<file path="config.mk">
export PLATFORM = sky130hd
export DESIGN_NAME = packet_admission_pacer_unit
export DESIGN_NICKNAME = d
export VERILOG_FILES = /design/src/rtl/core/pap_pkg.sv /design/src/rtl/core/pap_front.sv /design/src/rtl/core/pap_muldiv.sv /design/src/rtl/core/pap_back.sv /design/src/rtl/core/packet_admission_pacer_unit.sv
export SDC_FILE = /design/constraint.sdc
export NUM_CORES = 2
export LEC_CHECK = 0
export BUFFER_PORTS_ARGS = -buffer_cell sky130_fd_sc_hd__buf_2
export CORE_MARGIN = 3
export CORE_UTILIZATION = 35
export CTS_CLUSTER_DIAMETER = 120
export CTS_CLUSTER_SIZE = 24
export DETAILED_ROUTE_END_ITERATION = 10
export GPL_TIMING_DRIVEN = 0
export SLEW_MARGIN = 10
export SYNTH_ARGS = -nofsm -noshare
export SYNTH_HDL_FRONTEND = slang
export SYNTH_HIERARCHICAL = 1
export SYNTH_SLANG_ARGS = --single-unit
</file>
<file path="constraint.sdc">
create_clock -name clk -period 17.3 [get_ports clk]
set_clock_uncertainty 0.15 [all_clocks]
set_input_delay 5.19 -clock clk [delete_from_list [all_inputs] [get_ports clk]]
set_output_delay 5.19 -clock clk [all_outputs]
set_load 0.02 [all_outputs]
</file>
<file path="src/rtl/core/pap_pkg.sv">
package pap_pkg;

    localparam int TimeW  = 48;
    localparam int RateW  = 40;
    localparam int BurstW = 20;
    localparam int StartW = 24;
    localparam int TogW   = 32;
    localparam int BytesW = 16;

    localparam logic [1:0] REQ_SERVICE = 2'd0;
    localparam logic [1:0] REQ_OFFER   = 2'd1;
    localparam logic [1:0] REQ_EMPTY   = 2'd2;

    localparam logic [1:0] CFG_MIN_BURST = 2'd0;
    localparam logic [1:0] CFG_STARTUP   = 2'd1;
    localparam logic [1:0] CFG_START     = 2'd2;

    localparam logic [TimeW-1:0] TIME_MAX = {TimeW{1'b1}};
    localparam logic [23:0] SER_SCALE = 24'd8000000;

    typedef struct packed {
        logic [1:0]        req_type;
        logic [TimeW-1:0]  now_us;
        logic [RateW-1:0]  new_rate_bps;
        logic [TimeW-1:0]  sched_svc_us;
        logic              queue_nonempty;
        logic              flow_halted;
        logic [BurstW-1:0] jitter_us;
        logic [BytesW-1:0] packet_bytes;
    } req_t;

    typedef struct packed {
        logic             admit;
        logic             window_open;
        logic [TimeW-1:0] next_admission_us;
        logic [TogW-1:0]  toggle_count;
        logic             push_stats;
        logic             flow_idle;
    } res_t;

    function automatic logic [TimeW-1:0] add_sat(input logic [TimeW-1:0] a,
                                                 input logic [TimeW-1:0] b);
        logic [TimeW:0] s;
        s = {1'b0, a} + {1'b0, b};
        return s[TimeW] ? TIME_MAX : s[TimeW-1:0];
    endfunction

    function automatic logic [TimeW-1:0] sub_sat(input logic [TimeW-1:0] a,
                                                 input logic [TimeW-1:0] b);
        return (a > b) ? (a - b) : '0;
    endfunction

endpackage

</file>
<file path="src/rtl/core/pap_front.sv">
module pap_front (
    input  logic            clk,
    input  logic            rst_n,
    input  logic            s_tvalid,
    output logic            s_tready,
    input  pap_pkg::req_t   s_req,
    output logic            q_valid,
    input  logic            q_ready,
    output pap_pkg::req_t   q_req
);
    import pap_pkg::*;

    // two-entry queue, each slot holds one request word
    req_t mem_reg [2];
    logic wr_ptr_reg, wr_ptr_next, rd_ptr_reg, rd_ptr_next;
    logic [1:0] cnt_reg, cnt_next;
    logic push, pop;

    assign s_tready = (cnt_reg != 2'd2);
    assign push = s_tvalid && s_tready;
    assign q_valid = (cnt_reg != 2'd0);
    assign pop = q_valid && q_ready;
    assign q_req = mem_reg[rd_ptr_reg];

    always_comb
    begin
        wr_ptr_next = wr_ptr_reg ^ push;
        rd_ptr_next = rd_ptr_reg ^ pop;
        cnt_next = cnt_reg + {1'b0, push} - {1'b0, pop};
    end

    always_ff @(posedge clk or negedge rst_n)
    begin
        if (!rst_n)
        begin
            wr_ptr_reg <= 1'b0;
            rd_ptr_reg <= 1'b0;
            cnt_reg <= 2'd0;
        end
        else
        begin
            wr_ptr_reg <= wr_ptr_next;
            rd_ptr_reg <= rd_ptr_next;
            cnt_reg <= cnt_next;
        end
    end

    always_ff @(posedge clk)
    begin
        if (push)
            mem_reg[wr_ptr_reg] <= s_req;
    end

    a_cnt_range: assert property (@(posedge clk) disable iff (!rst_n)
        cnt_reg != 2'd3) else $error("queue count out of range");
    a_no_push_full: assert property (@(posedge clk) disable iff (!rst_n)
        cnt_reg == 2'd2 |-> !push) else $error("push into full queue");
    a_pop_empty: assert property (@(posedge clk) disable iff (!rst_n)
        cnt_reg == 2'd0 |-> !pop) else $error("pop from empty queue");

endmodule

</file>
<file path="src/rtl/core/pap_muldiv.sv">
// floor(a*b/d) saturated to 48 bits, restoring division one bit per cycle.
// Product formed from two 24x40 partials, low half of a then high, then 88 quotient bits.
module pap_muldiv (
    input  logic                      clk,
    input  logic                      rst_n,
    input  logic                      start,
    input  logic [pap_pkg::TimeW-1:0] a,
    input  logic [pap_pkg::RateW-1:0] b,
    input  logic [pap_pkg::RateW-1:0] d,
    output logic                      done,
    output logic [pap_pkg::TimeW-1:0] q
);
    import pap_pkg::*;

    localparam int PW = TimeW + RateW;
    localparam int CW = 7;

    localparam logic [1:0] ST_IDLE = 2'd0;
    localparam logic [1:0] ST_MUL  = 2'd1;
    localparam logic [1:0] ST_DIV  = 2'd2;

    logic [1:0]      st_reg, st_next;
    logic [CW-1:0]   cnt_reg, cnt_next;
    logic [PW-1:0]   prod_reg, prod_next;
    logic [TimeW-1:0] a_reg, a_next;
    logic [RateW-1:0] b_reg, b_next, d_reg, d_next;
    logic [RateW:0]  rem_reg, rem_next;
    logic [TimeW-1:0] q_reg, q_next;
    logic            over_reg, over_next;
    logic            done_reg, done_next;
    logic [RateW+23:0] part;
    logic [RateW:0]  sh;

    assign done = done_reg;
    assign q = over_reg ? TIME_MAX : q_reg;

    always_comb
    begin
        st_next = st_reg;
        cnt_next = cnt_reg;
        prod_next = prod_reg;
        a_next = a_reg;
        b_next = b_reg;
        d_next = d_reg;
        rem_next = rem_reg;
        q_next = q_reg;
        over_next = over_reg;
        done_next = 1'b0;
        part = a_reg[23:0] * b_reg;
        sh = {rem_reg[RateW-1:0], prod_reg[PW-1]};
        case (st_reg)
            ST_IDLE:
            begin
                if (start)
                begin
                    a_next = a;
                    b_next = b;
                    d_next = d;
                    prod_next = '0;
                    cnt_next = '0;
                    st_next = ST_MUL;
                end
            end
            ST_MUL:
            begin
                // two halves of a, low then high
                if (cnt_reg == '0)
                begin
                    prod_next = {{(PW-RateW-24){1'b0}}, part};
                    a_next = {24'd0, a_reg[TimeW-1:24]};
                    cnt_next = cnt_reg + 1'b1;
                end
                else
                begin
                    prod_next = prod_reg + {part[PW-25:0], 24'd0};
                    cnt_next = CW'(PW);
                    rem_next = '0;
                    q_next = '0;
                    over_next = 1'b0;
                    st_next = ST_DIV;
                end
            end
            ST_DIV:
            begin
                prod_next = {prod_reg[PW-2:0], 1'b0};
                if (sh >= {1'b0, d_reg})
                begin
                    rem_next = sh - {1'b0, d_reg};
                    if (cnt_reg > CW'(TimeW))
                        over_next = 1'b1;
                    q_next = {q_reg[TimeW-2:0], 1'b1};
                end
                else
                begin
                    rem_next = sh;
                    q_next = {q_reg[TimeW-2:0], 1'b0};
                end
                cnt_next = cnt_reg - 1'b1;
                if (cnt_reg == CW'(1))
                begin
                    st_next = ST_IDLE;
                    done_next = 1'b1;
                end
            end
            default: st_next = ST_IDLE;
        endcase
    end

    always_ff @(posedge clk or negedge rst_n)
    begin
        if (!rst_n)
        begin
            st_reg <= ST_IDLE;
            done_reg <= 1'b0;
        end
        else
        begin
            st_reg <= st_next;
            done_reg <= done_next;
        end
    end

    always_ff @(posedge clk)
    begin
        cnt_reg <= cnt_next;
        prod_reg <= prod_next;
        a_reg <= a_next;
        b_reg <= b_next;
        d_reg <= d_next;
        rem_reg <= rem_next;
        q_reg <= q_next;
        over_reg <= over_next;
    end

endmodule

</file>
<file path="src/rtl/core/pap_back.sv">
module pap_back (
    input  logic                       clk,
    input  logic                       rst_n,
    input  logic                       q_valid,
    output logic                       q_ready,
    input  pap_pkg::req_t              q_req,
    input  logic [pap_pkg::BurstW-1:0] min_burst,
    input  logic [pap_pkg::StartW-1:0] startup,
    input  logic [pap_pkg::TimeW-1:0]  start_time,
    output logic                       m_tvalid,
    input  logic                       m_tready,
    output pap_pkg::res_t              m_res
);
    import pap_pkg::*;

    localparam logic [2:0] ST_IDLE  = 3'd0;
    localparam logic [2:0] ST_WAIT  = 3'd1;
    localparam logic [2:0] ST_FIN   = 3'd2;
    localparam logic [2:0] ST_OUT   = 3'd3;

    logic [2:0]       st_reg, st_next;
    req_t             r_reg, r_next;
    logic [TimeW-1:0] nat_reg, nat_next, bet_reg, bet_next;
    logic [RateW-1:0] rate_reg, rate_next;
    logic [TogW-1:0]  tog_reg, tog_next;
    logic             stat_reg, stat_next, idle_reg, idle_next;
    logic             adm_reg, adm_next;
    logic             ov_reg, ov_next;
    res_t             out_reg, out_next;

    logic             md_start, md_done;
    logic [TimeW-1:0] md_a, md_q, low, tnat;
    logic [RateW-1:0] md_b, md_d;
    logic             win;

    pap_muldiv u_md (
        .clk   (clk),
        .rst_n (rst_n),
        .start (md_start),
        .a     (md_a),
        .b     (md_b),
        .d     (md_d),
        .done  (md_done),
        .q     (md_q)
    );

    assign q_ready = (st_reg == ST_IDLE) && !ov_reg;
    assign m_tvalid = ov_reg;
    assign m_res = out_reg;
    assign win = (rate_reg != '0) && (nat_reg <= bet_reg);

    always_comb
    begin
        st_next = st_reg;
        r_next = r_reg;
        nat_next = nat_reg;
        bet_next = bet_reg;
        rate_next = rate_reg;
        tog_next = tog_reg;
        stat_next = stat_reg;
        idle_next = idle_reg;
        adm_next = adm_reg;
        ov_next = ov_reg && !m_tready;
        out_next = out_reg;
        md_start = 1'b0;
        md_a = nat_reg - q_req.sched_svc_us;
        md_b = rate_reg;
        md_d = q_req.new_rate_bps;
        low = sub_sat(r_reg.now_us, {{(TimeW-BurstW){1'b0}}, min_burst});
        tnat = nat_reg;
        case (st_reg)
            ST_IDLE:
            begin
                if (q_valid && q_ready)
                begin
                    r_next = q_req;
                    adm_next = 1'b0;
                    st_next = ST_FIN;
                    case (q_req.req_type)
                        REQ_SERVICE:
                        begin
                            stat_next = 1'b0;
                            if (q_req.new_rate_bps == '0 && rate_reg != '0)
                            begin
                                if (q_req.queue_nonempty && !q_req.flow_halted)
                                begin
                                    tog_next = tog_reg + 1'b1;
                                    stat_next = 1'b1;
                                end
                            end
                            else if (q_req.new_rate_bps != '0 && rate_reg == '0 &&
                                     start_time < sub_sat(q_req.now_us,
                                         {{(TimeW-StartW){1'b0}}, startup}))
                            begin
                                tog_next = tog_reg + 1'b1;
                                stat_next = 1'b1;
                            end
                            if (nat_reg > q_req.sched_svc_us && q_req.new_rate_bps != '0)
                            begin
                                md_start = 1'b1;
                                st_next = ST_WAIT;
                            end
                        end
                        REQ_OFFER:
                        begin
                            if (win)
                            begin
                                if (q_req.packet_bytes == '0)
                                    idle_next = 1'b1;
                                else
                                begin
                                    md_a = {{(TimeW-BytesW){1'b0}}, q_req.packet_bytes};
                                    md_b = {{(RateW-24){1'b0}}, SER_SCALE};
                                    md_d = rate_reg;
                                    md_start = 1'b1;
                                    st_next = ST_WAIT;
                                end
                            end
                        end
                        REQ_EMPTY: idle_next = 1'b1;
                        default: ;
                    endcase
                end
            end
            ST_WAIT:
            begin
                if (md_done)
                begin
                    if (r_reg.req_type == REQ_SERVICE)
                        nat_next = add_sat(r_reg.sched_svc_us, md_q);
                    else
                    begin
                        adm_next = 1'b1;
                        idle_next = 1'b0;
                        nat_next = idle_reg ? add_sat(r_reg.now_us, md_q)
                                            : add_sat(nat_reg, md_q);
                    end
                    st_next = ST_FIN;
                end
            end
            ST_FIN:
            begin
                if (r_reg.req_type == REQ_SERVICE)
                begin
                    rate_next = r_reg.new_rate_bps;
                    if (r_reg.new_rate_bps != '0)
                    begin
                        if (nat_reg < low)
                            tnat = low;
                        nat_next = tnat;
                        bet_next = add_sat(add_sat(r_reg.now_us,
                                       {{(TimeW-BurstW){1'b0}}, min_burst}),
                                       {{(TimeW-BurstW){1'b0}}, r_reg.jitter_us});
                    end
                end
                st_next = ST_OUT;
            end
            ST_OUT:
            begin
                if (!ov_reg || m_tready)
                begin
                    out_next.admit = adm_reg;
                    out_next.window_open = win;
                    out_next.next_admission_us = nat_reg;
                    out_next.toggle_count = tog_reg;
                    out_next.push_stats = stat_reg;
                    out_next.flow_idle = idle_reg;
                    ov_next = 1'b1;
                    st_next = ST_IDLE;
                end
            end
            default: st_next = ST_IDLE;
        endcase
    end

    always_ff @(posedge clk or negedge rst_n)
    begin
        if (!rst_n)
        begin
            st_reg <= ST_IDLE;
            nat_reg <= '0;
            bet_reg <= '0;
            rate_reg <= '0;
            tog_reg <= '0;
            stat_reg <= 1'b0;
            idle_reg <= 1'b1;
            adm_reg <= 1'b0;
            ov_reg <= 1'b0;
        end
        else
        begin
            st_reg <= st_next;
            nat_reg <= nat_next;
            bet_reg <= bet_next;
            rate_reg <= rate_next;
            tog_reg <= tog_next;
            stat_reg <= stat_next;
            idle_reg <= idle_next;
            adm_reg <= adm_next;
            ov_reg <= ov_next;
        end
    end

    always_ff @(posedge clk)
    begin
        r_reg <= r_next;
        out_reg <= out_next;
    end

    a_take_idle: assert property (@(posedge clk) disable iff (!rst_n)
        q_valid && q_ready |-> st_reg == ST_IDLE) else $error("take while busy");
    a_admit_rate: assert property (@(posedge clk) disable iff (!rst_n)
        m_tvalid && m_res.admit |-> !m_res.flow_idle) else $error("admit while idle");
    a_stat_tog: assert property (@(posedge clk) disable iff (!rst_n)
        $rose(stat_reg) |-> tog_reg != $past(tog_reg)) else $error("stat without toggle");

endmodule

</file>
<file path="src/rtl/core/packet_admission_pacer_unit.sv">
// Virtual-time packet pacer for one flow. Each word on s_axis is a request
// (service event, packet offer, queue empty); each yields exactly one result
// word on m_axis. Requests are queued two deep in front of the execution
// engine, so the input side takes up to two words while the engine is busy.
// Service events that rescale and admitted offers go through a shared
// restoring multiply-divide unit: two multiply steps, 88 quotient bits,
// then the FIN and OUT states; other requests skip it. The user must issue
// configuration writes on cfg_* only while idle; the block does not check it.
module packet_admission_pacer_unit (
    input  logic         clk,
    input  logic         rst_n,
    input  logic         s_axis_tvalid,
    output logic         s_axis_tready,
    // tdata: now_us[47:0], new_rate_bps[87:48], sched_svc_us[135:88],
    // queue_nonempty[136], flow_halted[137], jitter_us[157:138],
    // packet_bytes[173:158], zero pad to 176
    input  logic [175:0] s_axis_tdata,
    // tuser: req_type[1:0]
    input  logic [1:0]   s_axis_tuser,
    output logic         m_axis_tvalid,
    input  logic         m_axis_tready,
    // tdata: admit[0], window_open[1], next_admission_us[49:2],
    // toggle_count[81:50], push_stats[82], flow_idle[83], zero pad to 88
    output logic [87:0]  m_axis_tdata,
    input  logic         cfg_valid,
    output logic         cfg_ready,
    input  logic [1:0]   cfg_index,
    input  logic [47:0]  cfg_data
);
    import pap_pkg::*;

    req_t  s_req, q_req;
    res_t  res;
    logic  q_valid, q_ready;
    logic [BurstW-1:0] min_burst_reg;
    logic [StartW-1:0] startup_reg;
    logic [TimeW-1:0]  start_reg;

    assign s_req.req_type       = s_axis_tuser;
    assign s_req.now_us         = s_axis_tdata[47:0];
    assign s_req.new_rate_bps   = s_axis_tdata[87:48];
    assign s_req.sched_svc_us   = s_axis_tdata[135:88];
    assign s_req.queue_nonempty = s_axis_tdata[136];
    assign s_req.flow_halted    = s_axis_tdata[137];
    assign s_req.jitter_us      = s_axis_tdata[157:138];
    assign s_req.packet_bytes   = s_axis_tdata[173:158];

    assign m_axis_tdata = {4'd0, res.flow_idle, res.push_stats, res.toggle_count,
                           res.next_admission_us, res.window_open, res.admit};
    assign cfg_ready = 1'b1;

    always_ff @(posedge clk or negedge rst_n)
    begin
        if (!rst_n)
        begin
            min_burst_reg <= BurstW'(5000);
            startup_reg <= StartW'(1000000);
            start_reg <= '0;
        end
        else if (cfg_valid)
        begin
            case (cfg_index)
                CFG_MIN_BURST: min_burst_reg <= cfg_data[BurstW-1:0];
                CFG_STARTUP:   startup_reg <= cfg_data[StartW-1:0];
                CFG_START:     start_reg <= cfg_data;
                default: ;
            endcase
        end
    end

    pap_front u_front (
        .clk      (clk),
        .rst_n    (rst_n),
        .s_tvalid (s_axis_tvalid),
        .s_tready (s_axis_tready),
        .s_req    (s_req),
        .q_valid  (q_valid),
        .q_ready  (q_ready),
        .q_req    (q_req)
    );

    pap_back u_back (
        .clk        (clk),
        .rst_n      (rst_n),
        .q_valid    (q_valid),
        .q_ready    (q_ready),
        .q_req      (q_req),
        .min_burst  (min_burst_reg),
        .startup    (startup_reg),
        .start_time (start_reg),
        .m_tvalid   (m_axis_tvalid),
        .m_tready   (m_axis_tready),
        .m_res      (res)
    );

endmodule
</file>
==> run metrics <==
most area-consuming cells after synthesis edfxtp_1 (26%), fa_1 (16%), ha_1 (8.9%), dfrtp_1 (6.3%), nand2_1 (4.6%); worst hold endpoint u_back/m_res[1]; total CTS buffers 59; Post-synth EDFFs 906; FILL cells 29,400; Final Hold Violating Endpoints 0; Commonest cells post-synth nand2_1 (1,268), inv_1 (1,241), edfxtp_1 (906); max_slew headroom 0.0487; final slew viol count 0; area leader, netlist edfxtp_1; largest family of logic cells by synthesized area adder cells; largest net degree at the start of global routing 100; Area Overhead vs Synth 8.82%; GP Congestion 0.968; CTS tree built; adder-cell share of the synthesized area 0.253; CP required 17.69 ns; cells on worst reg2reg path 37; Initial Util 0.353; Hold-fix buffers, CTS 0; die height 548 microns; CTS root buffer clkbuf_16; minimum clock period 11.99 ns; top-count cell post-synth nand2_1; max reg flops 352; synthesized-area fraction occupied by and/or/nand/nor cells 0.144; CP max stage cell edfxtp_1; top sig layer met5; mux contribution to synthesized area 0.0439; crit path from u_back/u_md/a_reg[2]; metal3 WL 20.1 mm; Clock Sink Count 1,179; status finished, final reports clean; wl on met1 137 mm; fraction of layout cells with a size suffix above 1 0.0915; placement-stage cell area 0.110 sq mm; Core ar. 0.292 sq mm; total of max-cap violations 0; Critical Path Source Type flop; cts repair resizes 0; Port Buffers 316; total gr overflow 0; Worst Min Path Start u_back/stat_reg; Setup CP Type flop to flop; HP Class flop to flop; Tot GR Track Use 0.225; synth unique cells 111; Vias/cell 5.29; Syn Area/Cell 10.1 sq um; Synthesis Warnings 6; Crit Reg-Reg Startpoint u_back/u_md/a_reg[2]; initial antenna violation count 64; H-Tree Depth 2; vias in the first global route 77,564; Mapped Cells 10,224; Setup Buffers After CTS 0; Clock Pin Slew Worst Setup and Hold Paths 0.11 ns; via count 77,272; Crit. End Element flop; ys flop type edfxtp_1; # rows 198; compound-cell area share of the yosys netlist 0.122; Sequential Area 0.0341 sq mm; drt total wl 344 mm; Nets 12,438; Slew @ Worst Pin 1.41 ns; multi-input logic area 0.0624 sq mm; FF-to-FF End u_back/u_md/prod_reg[80]; XOR/XNOR Fraction of Synth Area 0.0428; DRC 0; Seq cells post-synth 1,179; CP Max Fanout 10; RSZ-0062 raised after global routing no; worst path arrival time 12.38 ns; routed length on met2 166 mm; final worst path period share 0.693; sequential fraction of the synthesis area 0.331; initial DRC count 6,810; Yosys top cell area share 0.264; clock tree buffer depth 3; antenna viol nets, final 0; final total negative setup slack 0 ns; First-pass DRT Iterations 7; Syn Std Cell Area 0.103 sq mm; HPWL after DPL 285 mm; Hold Crit Depth 0; maximum clock frequency 83.4 MHz; CP most frequent cell fa_1; post-layout instance area 0.112 sq mm; wire length per cell 23.6 microns; slowest stage delay, CP 0.65 ns; die width 548 microns; reg2reg setup slack 5.31 ns; share of flip-flops with an asynchronous set or reset 0.232; Top Ports 324; first-pass GRT wire length 507 mm; Clock Latency Late Sink 0.81 ns; final-report setup violation count 0; die area 0.301 sq mm
[logic make-up (layout without fill, tap and decap cells)]
family	Yosys count	count (layout)
compound gates	1889	1889
xor+xnor	503	503
fa+ha+maj	1573	1573
buf+inv	1703	2159
flops	1179	1179
mux	353	353
other cells	2	18
simple gates	3022	3022
[routing by layer]
metal	up-vias	GRT usage
met5	-	0
met4	28	0.117
met3	677	0.0273
met2	2673	0.386
met1	38182	0.277
li1	35712	-
[area by class of cell]
cell class	count	share of cell area
multi-input combinational	7345	0.557
tap	3900	0.0435
sequential	1179	0.304
clock buffer	98	0.0148
clock inverter	14	0.00205
buffer	460	0.0178
inverter	1243	0.0417
timing repair buffer	344	0.0194
antenna	13	0.000290
[worst max path at each step]
| stage | slack, ns | to |
|---|---|---|
| 4_1_cts | 5.41 | u_back/u_md/prod_reg[80] |
| 6_report | 5.31 | u_back/u_md/prod_reg[80] |
| 3_3_place_gp | 3.70 | u_front/mem_reg[0][17] |
| 2_1_floorplan | 7.21 | u_front/mem_reg[0][0] |
| 3_5_place_dp | 5.47 | u_back/u_md/prod_reg[80] |
| 5_1_grt | 4.84 | u_back/u_md/prod_reg[80] |
[per-stage QoR]
step,util,cells,hold WS [ns],setup WS [ns]
global route,0.384,14590,0.333,4.84
floorplan,-,10227,0.276,7.21
detailed placement,0.377,14471,0.296,5.47
global placement,0.375,14443,0.296,3.70
CTS,0.384,14583,0.318,5.41
finish,0.384,14596,0.317,5.31
[worst max-delay path, delay by kind of cell, from the launching register on]
kind / cells / cell delay, ns
compound gates: 14 / 3.91
xor+xnor: 1 / 0.30
fa+ha+maj: 9 / 4.16
buf+inv: 9 / 1.35
flops: 1 / 0.65
simple gates: 4 / 1.17
[cells in the final DEF, fill, tap and decap left out, types with 186 or more instances in the layout]
cell type,Yosys,final
inv_1,1241,1240
xnor2_1,317,317
ha_1,729,728
o21ai_0,292,292
a21oi_1,543,543
dfrtp_1,260,260
fa_1,844,844
and2_1,463,461
xor2_1,186,186
a21o_1,283,283
buf_2,31,346
clkbuf_1,385,422
nor2_1,355,354
nand2_1,1268,1268
edfxtp_1,906,906
Power is left out: the tool's default activity adds up to more than one toggle a clock period on the data nets, which glitch-free logic cannot reach.
